### config.mk
export PLATFORM = sky130hd
export DESIGN_NAME = infix_to_postfix_converter
export DESIGN_NICKNAME = d
export VERILOG_FILES = /design/src/hw/rtl/i2p_pkg.sv /design/src/hw/rtl/i2p_stack_ram.sv /design/src/hw/rtl/infix_to_postfix_converter.sv
export VERILOG_INCLUDE_DIRS = /design/src /design/src/hw/rtl
export SDC_FILE = /design/constraint.sdc
export NUM_CORES = 1
export LEC_CHECK = 0
export BUFFER_PORTS_ARGS = -buffer_cell sky130_fd_sc_hd__buf_2
export CAP_MARGIN = 40
export CORE_AREA = 2 2 298 153
export CTS_CLUSTER_DIAMETER = 100
export DETAILED_ROUTE_END_ITERATION = 6
export DIE_AREA = 0 0 300 155
export GPL_TIMING_DRIVEN = 1
export PLACE_DENSITY = 0.6
export SKIP_CTS_REPAIR_TIMING = 1
export SYNTH_ARGS = -nofsm -noshare
export SYNTH_HDL_FRONTEND = slang
export SYNTH_SLANG_ARGS = --single-unit
### constraint.sdc
create_clock -name clk -period 5.6 [get_ports clk]
set_clock_uncertainty 0.05 [all_clocks]
set_input_delay 0.56 -clock clk [delete_from_list [all_inputs] [get_ports clk]]
set_output_delay 0.56 -clock clk [all_outputs]
set_load 0.01 [all_outputs]
### src/hw/rtl/assert_macros.svh
// assertion macros shared by the converter rtl
`ifndef ASSERT_MACROS_SVH
`define ASSERT_MACROS_SVH

// property that must hold at every clock edge out of reset
`define I2P_ASSERT(lbl, prop, msg) \
	lbl: assert property (@(posedge clk) disable iff (!arst_n) (prop)) else $error(msg);

// same-cycle implication checked at every clock edge out of reset
`define I2P_ASSERT_IMPL(lbl, ante, cons, msg) \
	lbl: assert property (@(posedge clk) disable iff (!arst_n) (ante) |-> (cons)) \
		else $error(msg);

`endif

### src/hw/rtl/i2p_pkg.sv
// shared constants, status codes and character helpers of the infix to postfix converter
`timescale 1ns / 1ps

package i2p_pkg;

	localparam int STACK_DEPTH_DEF = 32;
	localparam int CHAR_W          = 8;
	localparam int LIMIT_W         = 6;
	localparam logic [LIMIT_W-1:0] LIMIT_RESET = 6'd32;

	localparam logic [CHAR_W-1:0] CH_PLUS  = 8'h2B;
	localparam logic [CHAR_W-1:0] CH_MINUS = 8'h2D;
	localparam logic [CHAR_W-1:0] CH_MUL   = 8'h2A;
	localparam logic [CHAR_W-1:0] CH_DIV   = 8'h2F;
	localparam logic [CHAR_W-1:0] CH_POW   = 8'h5E;
	localparam logic [CHAR_W-1:0] CH_LPAR  = 8'h28;
	localparam logic [CHAR_W-1:0] CH_RPAR  = 8'h29;

	// status reported on every result of an item
	typedef enum logic [1:0] {
		ST_OK        = 2'd0,
		ST_FULL      = 2'd1,
		ST_UNMATCHED = 2'd2,
		ST_INVALID   = 2'd3
	} status_t;

	// operator precedence, zero for anything that is not an operator
	function automatic logic [1:0] prec_of(input logic [CHAR_W-1:0] c);
		logic [1:0] p;
		case (c) inside
			CH_PLUS, CH_MINUS: p = 2'd1;
			CH_MUL, CH_DIV:    p = 2'd2;
			CH_POW:            p = 2'd3;
			default:           p = 2'd0;
		endcase
		return p;
	endfunction

	// ascii letter in either case
	function automatic logic is_letter(input logic [CHAR_W-1:0] c);
		return ((c >= 8'h61) && (c <= 8'h7A)) || ((c >= 8'h41) && (c <= 8'h5A));
	endfunction

endpackage

### src/hw/rtl/i2p_stack_ram.sv
// operator stack storage: one write port, one registered read port
`timescale 1ns / 1ps

module i2p_stack_ram #(
	parameter int DEPTH = i2p_pkg::STACK_DEPTH_DEF,
	localparam int AW = (DEPTH > 1) ? $clog2(DEPTH) : 1
) (
	input  logic                      clk,
	input  logic                      we,
	input  logic [AW-1:0]             waddr,
	input  logic [i2p_pkg::CHAR_W-1:0] wdata,
	input  logic [AW-1:0]             raddr,
	output logic [i2p_pkg::CHAR_W-1:0] rdata
);

	logic [i2p_pkg::CHAR_W-1:0] mem_q [DEPTH];

	// write port
	always_ff @(posedge clk) begin
		if (we) begin
			mem_q[waddr] <= wdata;
		end
	end

	// read port, registered
	always_ff @(posedge clk) begin
		rdata <= mem_q[raddr];
	end

endmodule

### src/hw/rtl/infix_to_postfix_converter.sv
// infix to postfix converter: top level with operator stack sequencer
// Usage: one infix character per input item on in_valid/in_ready, with
// end_of_expr set on the last character of an expression. Each item yields
// one or more result items on out_valid/out_ready: one per emitted postfix
// character, or a single status-only item when nothing is emitted. The last
// result of an item carries last_of_run, and expr_done when it ended an
// expression. status is the same on every result of the item.
// The stack limit is written on cfg_valid/cfg_ready (always ready); the user is to
// write it only while idle, the block itself does not enforce it. Each item is
// accepted, dispatched and finished, with a pop loop that pops one stack entry
// per step; an operator, a ')' with no matching '(' and an end of expression each
// add a step that closes their pop loop. An operator that meets a stack at or above
// its limit first runs a read-only scan over the entries it would pop, and an end
// of expression right after a push adds a settle step for the stack read to settle.
// Every step is paced by the single read port of the stack memory.
// A result waits in the output register while the receiver stalls; the
// sequencer then holds, and the next item is accepted once the last result of
// the current one sits in the output register.
// Reset empties the stack, clears the output valid and sets the limit to 32.
`timescale 1ns / 1ps
`include "assert_macros.svh"

module infix_to_postfix_converter #(
	parameter int STACK_DEPTH = i2p_pkg::STACK_DEPTH_DEF
) (
	input  logic                        clk,
	input  logic                        arst_n,
	input  logic                        cfg_valid,
	output logic                        cfg_ready,
	input  logic [i2p_pkg::LIMIT_W-1:0] cfg_data,
	input  logic                        in_valid,
	output logic                        in_ready,
	input  logic [i2p_pkg::CHAR_W-1:0]  in_char,
	input  logic                        end_of_expr,
	output logic                        out_valid,
	input  logic                        out_ready,
	output logic [i2p_pkg::CHAR_W-1:0]  out_char,
	output logic                        char_valid,
	output logic                        last_of_run,
	output logic [1:0]                  status,
	output logic                        expr_done
);

	localparam int AW = (STACK_DEPTH > 1) ? $clog2(STACK_DEPTH) : 1;
	localparam int CW = $clog2(STACK_DEPTH + 1);
	localparam int EW = (CW > i2p_pkg::LIMIT_W) ? CW : i2p_pkg::LIMIT_W;

	typedef enum logic [5:0] {
		S_IDLE   = 6'b000001,
		S_DISP   = 6'b000010,
		S_SCAN   = 6'b000100,
		S_SETTLE = 6'b001000,
		S_POP    = 6'b010000,
		S_FIN    = 6'b100000
	} state_t;

	typedef enum logic [1:0] {
		PM_OP    = 2'd0,
		PM_RPAR  = 2'd1,
		PM_FLUSH = 2'd2
	} pop_mode_t;

	state_t                     state_q, state_d;
	pop_mode_t                  mode_q, mode_d;
	i2p_pkg::status_t           st_q, st_d;
	logic [CW-1:0]              cnt_q, cnt_d;
	logic [CW-1:0]              paren_q, paren_d;
	logic [CW-1:0]              sp_q, sp_d;
	logic [i2p_pkg::LIMIT_W-1:0] lim_q;
	logic [i2p_pkg::CHAR_W-1:0] c_q;
	logic                       end_q;
	logic [i2p_pkg::CHAR_W-1:0] hold_q;
	logic                       hold_v_q;
	logic                       out_valid_q;
	logic [i2p_pkg::CHAR_W-1:0] out_char_q;
	logic                       char_valid_q, last_q, done_q;
	logic [1:0]                 status_q;

	logic [EW-1:0]              lim_ext, eff_ext;
	logic [CW-1:0]              eff_lim, cnt_m1, cnt_m2, sp_m2;
	logic [AW-1:0]              rd_addr;
	logic [i2p_pkg::CHAR_W-1:0] rd_data, emit_c;
	logic [1:0]                 top_prec, c_prec;
	logic                       we, emit, fin, out_free, can_emit, in_acc;

	// stack memory
	i2p_stack_ram #(
		.DEPTH (STACK_DEPTH)
	) u_stack (
		.clk   (clk),
		.we    (we),
		.waddr (cnt_q[AW-1:0]),
		.wdata (c_q),
		.raddr (rd_addr),
		.rdata (rd_data)
	);

	// effective limit: zero acts as one, capped at the stack depth
	always_comb begin
		lim_ext = EW'(lim_q);
		if (lim_q == '0) begin
			eff_ext = EW'(1);
		end else if (lim_ext > EW'(STACK_DEPTH)) begin
			eff_ext = EW'(STACK_DEPTH);
		end else begin
			eff_ext = lim_ext;
		end
		eff_lim = eff_ext[CW-1:0];
	end

	assign cnt_m1   = cnt_q - CW'(1);
	assign cnt_m2   = cnt_q - CW'(2);
	assign sp_m2    = sp_q - CW'(2);
	assign top_prec = i2p_pkg::prec_of(rd_data);
	assign c_prec   = i2p_pkg::prec_of(c_q);
	assign out_free = !out_valid_q || out_ready;
	assign can_emit = !hold_v_q || out_free;
	assign in_ready = (state_q == S_IDLE);
	assign in_acc   = in_valid && in_ready;
	assign cfg_ready = 1'b1;

	// sequencer: dispatch, scan, settle, pop and finish
	always_comb begin
		state_d = state_q;
		mode_d  = mode_q;
		st_d    = st_q;
		cnt_d   = cnt_q;
		paren_d = paren_q;
		sp_d    = sp_q;
		rd_addr = cnt_m1[AW-1:0];
		we      = 1'b0;
		emit    = 1'b0;
		emit_c  = rd_data;
		fin     = 1'b0;
		unique case (state_q)
			S_IDLE: begin
				if (in_valid) begin
					state_d = S_DISP;
				end
			end
			S_DISP: begin
				mode_d = PM_FLUSH;
				st_d   = i2p_pkg::ST_OK;
				if (i2p_pkg::is_letter(c_q)) begin
					emit    = 1'b1;
					emit_c  = c_q;
					state_d = end_q ? S_POP : S_FIN;
				end else if (c_q == i2p_pkg::CH_LPAR) begin
					if (cnt_q < eff_lim) begin
						we      = 1'b1;
						cnt_d   = cnt_q + CW'(1);
						paren_d = paren_q + CW'(1);
					end else begin
						st_d = i2p_pkg::ST_FULL;
					end
					state_d = end_q ? S_SETTLE : S_FIN;
				end else if (c_q == i2p_pkg::CH_RPAR) begin
					st_d    = (paren_q == '0) ? i2p_pkg::ST_UNMATCHED : i2p_pkg::ST_OK;
					mode_d  = PM_RPAR;
					state_d = S_POP;
				end else if (c_prec != 2'd0) begin
					mode_d = PM_OP;
					if (cnt_q < eff_lim) begin
						state_d = S_POP;
					end else begin
						sp_d    = cnt_q;
						state_d = S_SCAN;
					end
				end else begin
					st_d    = i2p_pkg::ST_INVALID;
					state_d = end_q ? S_POP : S_FIN;
				end
			end
			S_SCAN: begin
				// find where popping would stop to know whether the push fits
				if ((sp_q != '0) && (top_prec >= c_prec)) begin
					sp_d    = sp_q - CW'(1);
					rd_addr = sp_m2[AW-1:0];
				end else begin
					st_d    = (sp_q >= eff_lim) ? i2p_pkg::ST_FULL : i2p_pkg::ST_OK;
					state_d = S_POP;
				end
			end
			S_SETTLE: begin
				state_d = S_POP;
			end
			S_POP: begin
				case (mode_q)
					PM_OP: begin
						if ((cnt_q != '0) && (top_prec >= c_prec)) begin
							if (can_emit) begin
								emit    = 1'b1;
								cnt_d   = cnt_m1;
								rd_addr = cnt_m2[AW-1:0];
							end
						end else begin
							if (st_q == i2p_pkg::ST_OK) begin
								we    = 1'b1;
								cnt_d = cnt_q + CW'(1);
							end
							mode_d  = PM_FLUSH;
							state_d = end_q ? S_SETTLE : S_FIN;
						end
					end
					PM_RPAR: begin
						if (cnt_q == '0) begin
							mode_d  = PM_FLUSH;
							state_d = end_q ? S_POP : S_FIN;
						end else if (rd_data == i2p_pkg::CH_LPAR) begin
							cnt_d   = cnt_m1;
							paren_d = paren_q - CW'(1);
							rd_addr = cnt_m2[AW-1:0];
							mode_d  = PM_FLUSH;
							state_d = end_q ? S_POP : S_FIN;
						end else if (can_emit) begin
							emit    = 1'b1;
							cnt_d   = cnt_m1;
							rd_addr = cnt_m2[AW-1:0];
						end
					end
					default: begin
						// flush: open parentheses are dropped silently
						if (cnt_q == '0) begin
							paren_d = '0;
							state_d = S_FIN;
						end else if (rd_data == i2p_pkg::CH_LPAR) begin
							cnt_d   = cnt_m1;
							paren_d = paren_q - CW'(1);
							rd_addr = cnt_m2[AW-1:0];
						end else if (can_emit) begin
							emit    = 1'b1;
							cnt_d   = cnt_m1;
							rd_addr = cnt_m2[AW-1:0];
						end
					end
				endcase
			end
			S_FIN: begin
				if (out_free) begin
					fin     = 1'b1;
					state_d = S_IDLE;
				end
			end
			default: begin
				state_d = S_IDLE;
			end
		endcase
	end

	// control state
	always_ff @(posedge clk or negedge arst_n) begin
		if (!arst_n) begin
			state_q  <= S_IDLE;
			mode_q   <= PM_FLUSH;
			st_q     <= i2p_pkg::ST_OK;
			cnt_q    <= '0;
			paren_q  <= '0;
			sp_q     <= '0;
			lim_q    <= i2p_pkg::LIMIT_RESET;
			hold_v_q <= 1'b0;
		end else begin
			state_q <= state_d;
			mode_q  <= mode_d;
			st_q    <= st_d;
			cnt_q   <= cnt_d;
			paren_q <= paren_d;
			sp_q    <= sp_d;
			if (cfg_valid) begin
				lim_q <= cfg_data;
			end
			if (fin) begin
				hold_v_q <= 1'b0;
			end else if (emit) begin
				hold_v_q <= 1'b1;
			end
		end
	end

	// accepted item and held character
	always_ff @(posedge clk) begin
		if (in_acc) begin
			c_q   <= in_char;
			end_q <= end_of_expr;
		end
		if (emit) begin
			hold_q <= emit_c;
		end
	end

	// output register valid
	always_ff @(posedge clk or negedge arst_n) begin
		if (!arst_n) begin
			out_valid_q <= 1'b0;
		end else if (fin || (emit && hold_v_q)) begin
			out_valid_q <= 1'b1;
		end else if (out_ready) begin
			out_valid_q <= 1'b0;
		end
	end

	// output register payload: the held character moves out when the next arrives or the item finishes
	always_ff @(posedge clk) begin
		if (fin) begin
			out_char_q   <= hold_v_q ? hold_q : '0;
			char_valid_q <= hold_v_q;
			last_q       <= 1'b1;
			status_q     <= st_q;
			done_q       <= end_q;
		end else if (emit && hold_v_q) begin
			out_char_q   <= hold_q;
			char_valid_q <= 1'b1;
			last_q       <= 1'b0;
			status_q     <= st_q;
			done_q       <= 1'b0;
		end
	end

	assign out_valid   = out_valid_q;
	assign out_char    = out_char_q;
	assign char_valid  = char_valid_q;
	assign last_of_run = last_q;
	assign status      = status_q;
	assign expr_done   = done_q;

	// checks
	`I2P_ASSERT(a_cnt_range, cnt_q <= CW'(STACK_DEPTH), "stack count beyond depth")
	`I2P_ASSERT(a_paren_le_cnt, paren_q <= cnt_q, "open parenthesis count beyond stack count")
	`I2P_ASSERT_IMPL(a_push_room, we, cnt_q < eff_lim, "push into a full stack")
	`I2P_ASSERT_IMPL(a_idle_no_hold, in_ready, !hold_v_q, "character left behind at idle")

endmodule

Yosys cells after proc, flatten, opt, wreduce, memory -nomap -nowiden:

Memories as Yosys holds them, arrays and structs flattened. A register that Yosys moved wholly into a read port is not among the register bits.
Cells that the tools add are included.

* reductions and logical operators: 35
* equal/unequal tests: 39
* bitwise operators: 0
* muxes and demuxes: 107
* $mul: 0
* order comparisons: 8
* shift operators: 0
* add/sub/neg operators: 7
* div/mod/pow operators: 0

Operators with widths (count)
* two-way mux 6 bit: 36
* == test 8 x 6 -> 1 bit, second input constant: 11
* one-hot mux 6 bit (2 select lines): 5
* two-way mux 2 bit: 21
* two-way mux 8 bit: 5
* one-hot mux 6 bit (6 select lines): 1
* two-way mux 5 bit: 7
* two-way mux 1 bit: 26
* inequality test 2 bit, second input constant: 12
* logical NOT 6 bit: 3
* AND reduction 6 bit: 3
* subtractor 6 x 1 -> 6 bit, second input constant: 3
* == test 8 x 7 -> 1 bit, second input constant: 2
* >= comparator 8 x 7 -> 1 bit, second input constant: 2
* less-or-equal comparator 8 x 7 -> 1 bit, second input constant: 2
* adder 6 x 1 -> 6 bit, second input constant: 2
* inequality test 3 bit, second input constant: 4
* inequality test 4 bit, second input constant: 3
* one-hot mux 2 bit (2 select lines): 3
* nonzero test 2 bit: 6
* nonzero test 6 bit: 2
* one-hot mux 5 bit (2 select lines): 1
* subtractor 5 x 2 -> 5 bit, second input constant: 2
* OR reduction 2 bit: 4
* 19 further kinds: 30

* memories kept: 1
* input bits: 20
* latch bits: 0
* RAM bits: 256
* bits in registers: 66
* logic and storage cells: 214
* memory bits (read-only): 0

Memory list
* u_stack.mem_q: words 32, bits a word 8, rd ports 1, clocked after memory_dff 1, write ports 1, RTL line i2p_stack_ram.sv:16 `logic [i2p_pkg::CHAR_W-1:0] mem_q [DEPTH];`

Logic depth before layout (Yosys ltp):

* depth in word-level cells: 12
* depth in mapped cells: 19

Hierarchy:

From an unflattened synthesis, not the netlist that was laid out.

* cell total of the unflattened synthesis: 883
* area total of the unflattened synthesis: 14492.6 µm²

By module, submodules not included
* i2p_stack_ram: cells each 417, seq. area each 7847.5 µm², times used 1, area an instance 10053.4 µm²
* infix_to_postfix_converter: cells each 466, seq. area each 1795.5 µm², times used 1, area an instance 4439.3 µm²

Worst setup path after synthesis:

OpenSTA, ideal clock, no wires.

* kind: register to register
* start point: register c_q[3] (netlist name)
* end point: register u_stack.rdata[6] (netlist name) (read register of u_stack.mem_q)
* required time: 5415 ps
* stages on the path, launching flop included: 17
* setup time: 135 ps
* setup slack: 1397 ps
* data arrival time: 4018 ps
* clock period less this slack: 4203 ps
* path through: edfxtp_1 -> nand2_1 -> nor4_1 -> nand3_1 -> nand2_1 -> ha_1 -> nand2b_1 -> a21oi_1 -> or3_1 -> buf_2 -> o32a_1 -> nand3_1 -> buf_4 -> a221oi_1 -> o31ai_1 -> a31oi_1 -> a22oi_1

* longest elaborated chain between the ends: 9
* elaborated cells between the ends (all ways): 17
* those cells by class: 1 x order compare; 5 x eq/ne; 7 x mux; 4 x reduce/logical

Ends and longest elaborated chain
* from (decl): RTL line infix_to_postfix_converter.sv:70 `logic [i2p_pkg::CHAR_W-1:0] c_q;`
* from (signal assigned): RTL line infix_to_postfix_converter.sv:282 `c_q <= in_char;`
* == test 8 x 7 -> 1 bit / == test 8 x 6 -> 1 bit (equally long branches): RTL line infix_to_postfix_converter.sv:115 `assign c_prec = i2p_pkg::prec_of(c_q);`
* two-way mux 2 bit / OR reduction 2 bit (equally long branches): RTL line i2p_pkg.sv:30 `case (c) inside`
* two-way mux 2 bit: RTL line i2p_pkg.sv:30
* two-way mux 2 bit (*): RTL line i2p_pkg.sv:30
* >= comparator 2 bit (*): RTL line infix_to_postfix_converter.sv:176, infix_to_postfix_converter.sv:190
* logical AND 1 bit: RTL line infix_to_postfix_converter.sv:190 `if ((cnt_q != '0) && (top_prec >= c_prec)) begin`
* two-way mux 5 bit: RTL line infix_to_postfix_converter.sv:190
* two-way mux 5 bit
* one-hot mux 5 bit (2 select lines) (*): RTL line infix_to_postfix_converter.sv:135 `unique case (state_q)`
* to (decl): RTL line i2p_stack_ram.sv:13 `output logic [i2p_pkg::CHAR_W-1:0] rdata`

Every way passes the cells marked *; elsewhere a longest branch is shown, timed or not.
A chain may end at the register's enable or synchronous reset.

Worst setup path in the final report:

* start point: register u_stack.rdata[4] (netlist name) (read register of u_stack.mem_q)
* end point: register u_stack.rdata[2] (netlist name) (read register of u_stack.mem_q)

* longest elaborated chain between the ends: 9
* elaborated cells between the ends (all ways): 20
* those cells by class: 1 x order compare; 6 x eq/ne; 9 x mux; 4 x reduce/logical

Ends and longest elaborated chain
* == test 8 x 7 -> 1 bit / == test 8 x 6 -> 1 bit (equally long branches): RTL line infix_to_postfix_converter.sv:114 `assign top_prec = i2p_pkg::prec_of(rd_data);`
* two-way mux 2 bit / OR reduction 2 bit (equally long branches): RTL line i2p_pkg.sv:30
* two-way mux 2 bit (2 in a row): RTL line i2p_pkg.sv:30
* >= comparator 2 bit: RTL line infix_to_postfix_converter.sv:176, infix_to_postfix_converter.sv:190
* logical AND 1 bit: RTL line infix_to_postfix_converter.sv:190
* two-way mux 5 bit: RTL line infix_to_postfix_converter.sv:190
* two-way mux 5 bit
* one-hot mux 5 bit (2 select lines) (*): RTL line infix_to_postfix_converter.sv:135

Marks and branches as above.

==> results.md <==
* Top FF cell, synth: edfxtp_1
* Total chip power at between 9000 and 10000 µW
* EDFF count, synth at ~290
* Synthesis Warnings at 0
* Antenna cells at 0
* Total GRT Usage at 0.200
* Critical path cell sequence: nor4b_2 -> nand2_1 -> o21ai_0 -> nand2_1 -> o21ai_0 -> nand2_1 -> ha_1 -> nand2b_1 -> a211o_1 -> a21boi_1 -> o21ai_2 -> mux2_2 -> nand2_2 -> buf_12 -> a311oi_1 -> o21ai_1 -> nand4_1
* Post-synth top cells: edfxtp_1, nand2_1, nor2_1
* 1st-pass router iterations at 7
* Drt drc at 0
* Max Slew Vio Count at 0
* Final Cycle Share at 0.925
* DP Cell Count at ~1800
* Cell accounting for the most synthesized area: edfxtp_1
* Max stage delay on crit path at a little under 0.6 ns
* DIE AREA at 46500 µm²
* CTS sink cnt at 330
* Port Buf Inserts at 34
* Final-stage net count at approximately 1300
* Io pins at 36
* Arr. time, crit path at ~5.5 ns
* Required @ worst endpoint at 5.96 ns
* Crit-path most repeated cell: nand2_1
* Design Area, Final at between 15000 and 20000 µm²
* Ratio of total power to cell area at 560 nW/µm²
* Wire per inst at roughly 25 µm
* Via count at 11300
* H-tree depth at 1
* Post-Route WL at approximately 47 mm
* Clk slew on worst S/H paths at 0.07 ns
* CP startpoint kind: flip-flop
* Root Driver: clkbuf_16
* Slew Limit Headroom at 0.390
* Maximum clock frequency at between 0.15 and 0.2 GHz
* Final ANT Viol Nets at 0
* Congestion Overflow GR at 0
* Vias per Instance at roughly 6.0
* Netlist cell types at just over 80
* Syn Area/Cell at roughly 12 µm²
* Status: finished clean
* Top-count cell post-synth: edfxtp_1
* Hold Path Class: in2reg
* Period minus WS final at a little over 5 ns
* WS Path Type: reg2reg
* CP Buf/Inv Count at 1
* Async set or reset register ratio after synthesis at 0.109
* CP Capture Type: flip-flop
* Clock latency on the worst-skew pair at 0.58 ns
* Post-Syn Area at approximately 15000 µm²
* Worst-Margin Slew at 0.912 ns
* Antenna violations before repair at 1
* Rows at between 50 and 60
* Die W at 300 µm
* Top-area cell type share of the netlist area at 0.563
* Syn Nets at approximately 1300
* Setup TNS Final at 0 ns
* CTS tree: yes
* Final Util at 0.393
* RSZ-0062 raised after global routing: false
* Max Cap Viol at 0
* Largest net degree at the start of global routing at 72
* TritonCTS Buffers at 29
* CTS Buffer Depth at 3
* DP HPWL at ~32 mm
* Final hold viol count at 0
* Synth Instances at 1230
* Crit-path slowest cell: nor4b_2
* Layout cells sized above 1 at 0.142
* GPL Wtd Cong at about 0.9
* CP Max Fanout at 44
* Seq/Total Area, Yosys at 0.635
* Vias in the first global route at 10500
* Global-route wire length before repair at about 70 mm
* Layout area overhead at 14.3%
* Starting Density at 0.344
* Iteration-0 DRC Markers at roughly 1700
* Leak pwr at between 0.005 and 0.006 µW
* Peak VDD IR at roughly 0.00042 V
* Core Area at 44200 µm²
* FF-to-FF setup slack at about 0.42 ns
* Placed cell area at roughly 16000 µm²
* Synth Register Bits at 330
* Vert. Die Dim at 155 µm
* Area contributors post-synth: edfxtp_1, dfrtp_1, nand2_1
* Endpoints failing setup at 0
* Cell family with most CP delay: compound AO/OA/AOI/OAI gates
* Fin cells at around 1900
## per-stage QoR
stage / worst slack [ns] / hold WS [ns]
after floorplan: 1.40 / 0.214
after global placement: 0.594 / 0.387
after detailed placement: 0.610 / 0.321
after CTS: 0.586 / -0.293
after global routing: 0.201 / 0.0888
final: 0.421 / 0.114
## area by class of cell
cell class                 count  area, µm²
clock buffer                  34        764
clock inverter                19        186
fill                        4237      26800
inverter                      18       67.6
multi-input combinational    797       5150
sequential                   330       9640
tap                          598        748
timing repair buffer         100        797
## cell families after synthesis
logic type | synth area share
xor+xnor | 0.00692
flops | 0.635
mux | 0.0151
buf+inv | 0.0292
other cells | 0.000247
fa+ha+maj | 0.0222
simple gates | 0.119
compound gates | 0.172
## path summary, 6_finish.rpt
kind,endpoint,depth (start not counted),startpoint
hold reg to reg,last_of_run,2,last_of_run
hold / removal,c_q[7],1,in_char[7]
setup / recovery,u_stack.rdata[2],17,u_stack.rdata[4]
max in group asynchronous,lim_ext[5],3,arst_n
min in group asynchronous,out_valid,2,arst_n
setup reg to reg,u_stack.rdata[2],17,u_stack.rdata[4]
## layout by cell type (no fill, tap or decap), drive strengths merged, types with 13 or more instances in the layout
cell type  instances
nor2              78
clkbuf            35
a311oi            56
nand3             31
o21ai             68
dfrtp             33
nor3              21
inv               19
a31oi             13
a2111oi           59
ha                27
nand2            180
o31a              56
edfxtp           285
buf               98
a21oi             34
## registers in the layout (all words and copies together) (netlist names)
register and count:
last_of_run 1, mode_q 2, out_char 8, sp_q 6
u_stack.rdata 8, u_stack.mem_q 256, c_q 8, expr_done 1
hold_q 8, end_q 1, state_q 6, st_q 2
hold_v_q 1, status 2, paren_q 6, char_valid 1
out_valid 1, lim_ext 6, cnt_q 6
## layer usage
layer	track usage	part of all wire	wire (µm)	vias to the layer above
met1	0.340	0.50	23200	5588
met2	0.240	0.36	16600	751
met4	0.0231	0.0091	427	0
met5	0	0	0	-
li1	-	-	-	4912
met3	0.0610	0.14	6460	46
## where the power goes
group          leakage (µW)  switching [µW]  internal (µW)
combinational       0.00230            3040           1460
clock              0.000465             948           1120
sequential          0.00309             196           2940
Note: power is estimated with default switching activity, not from simulation.
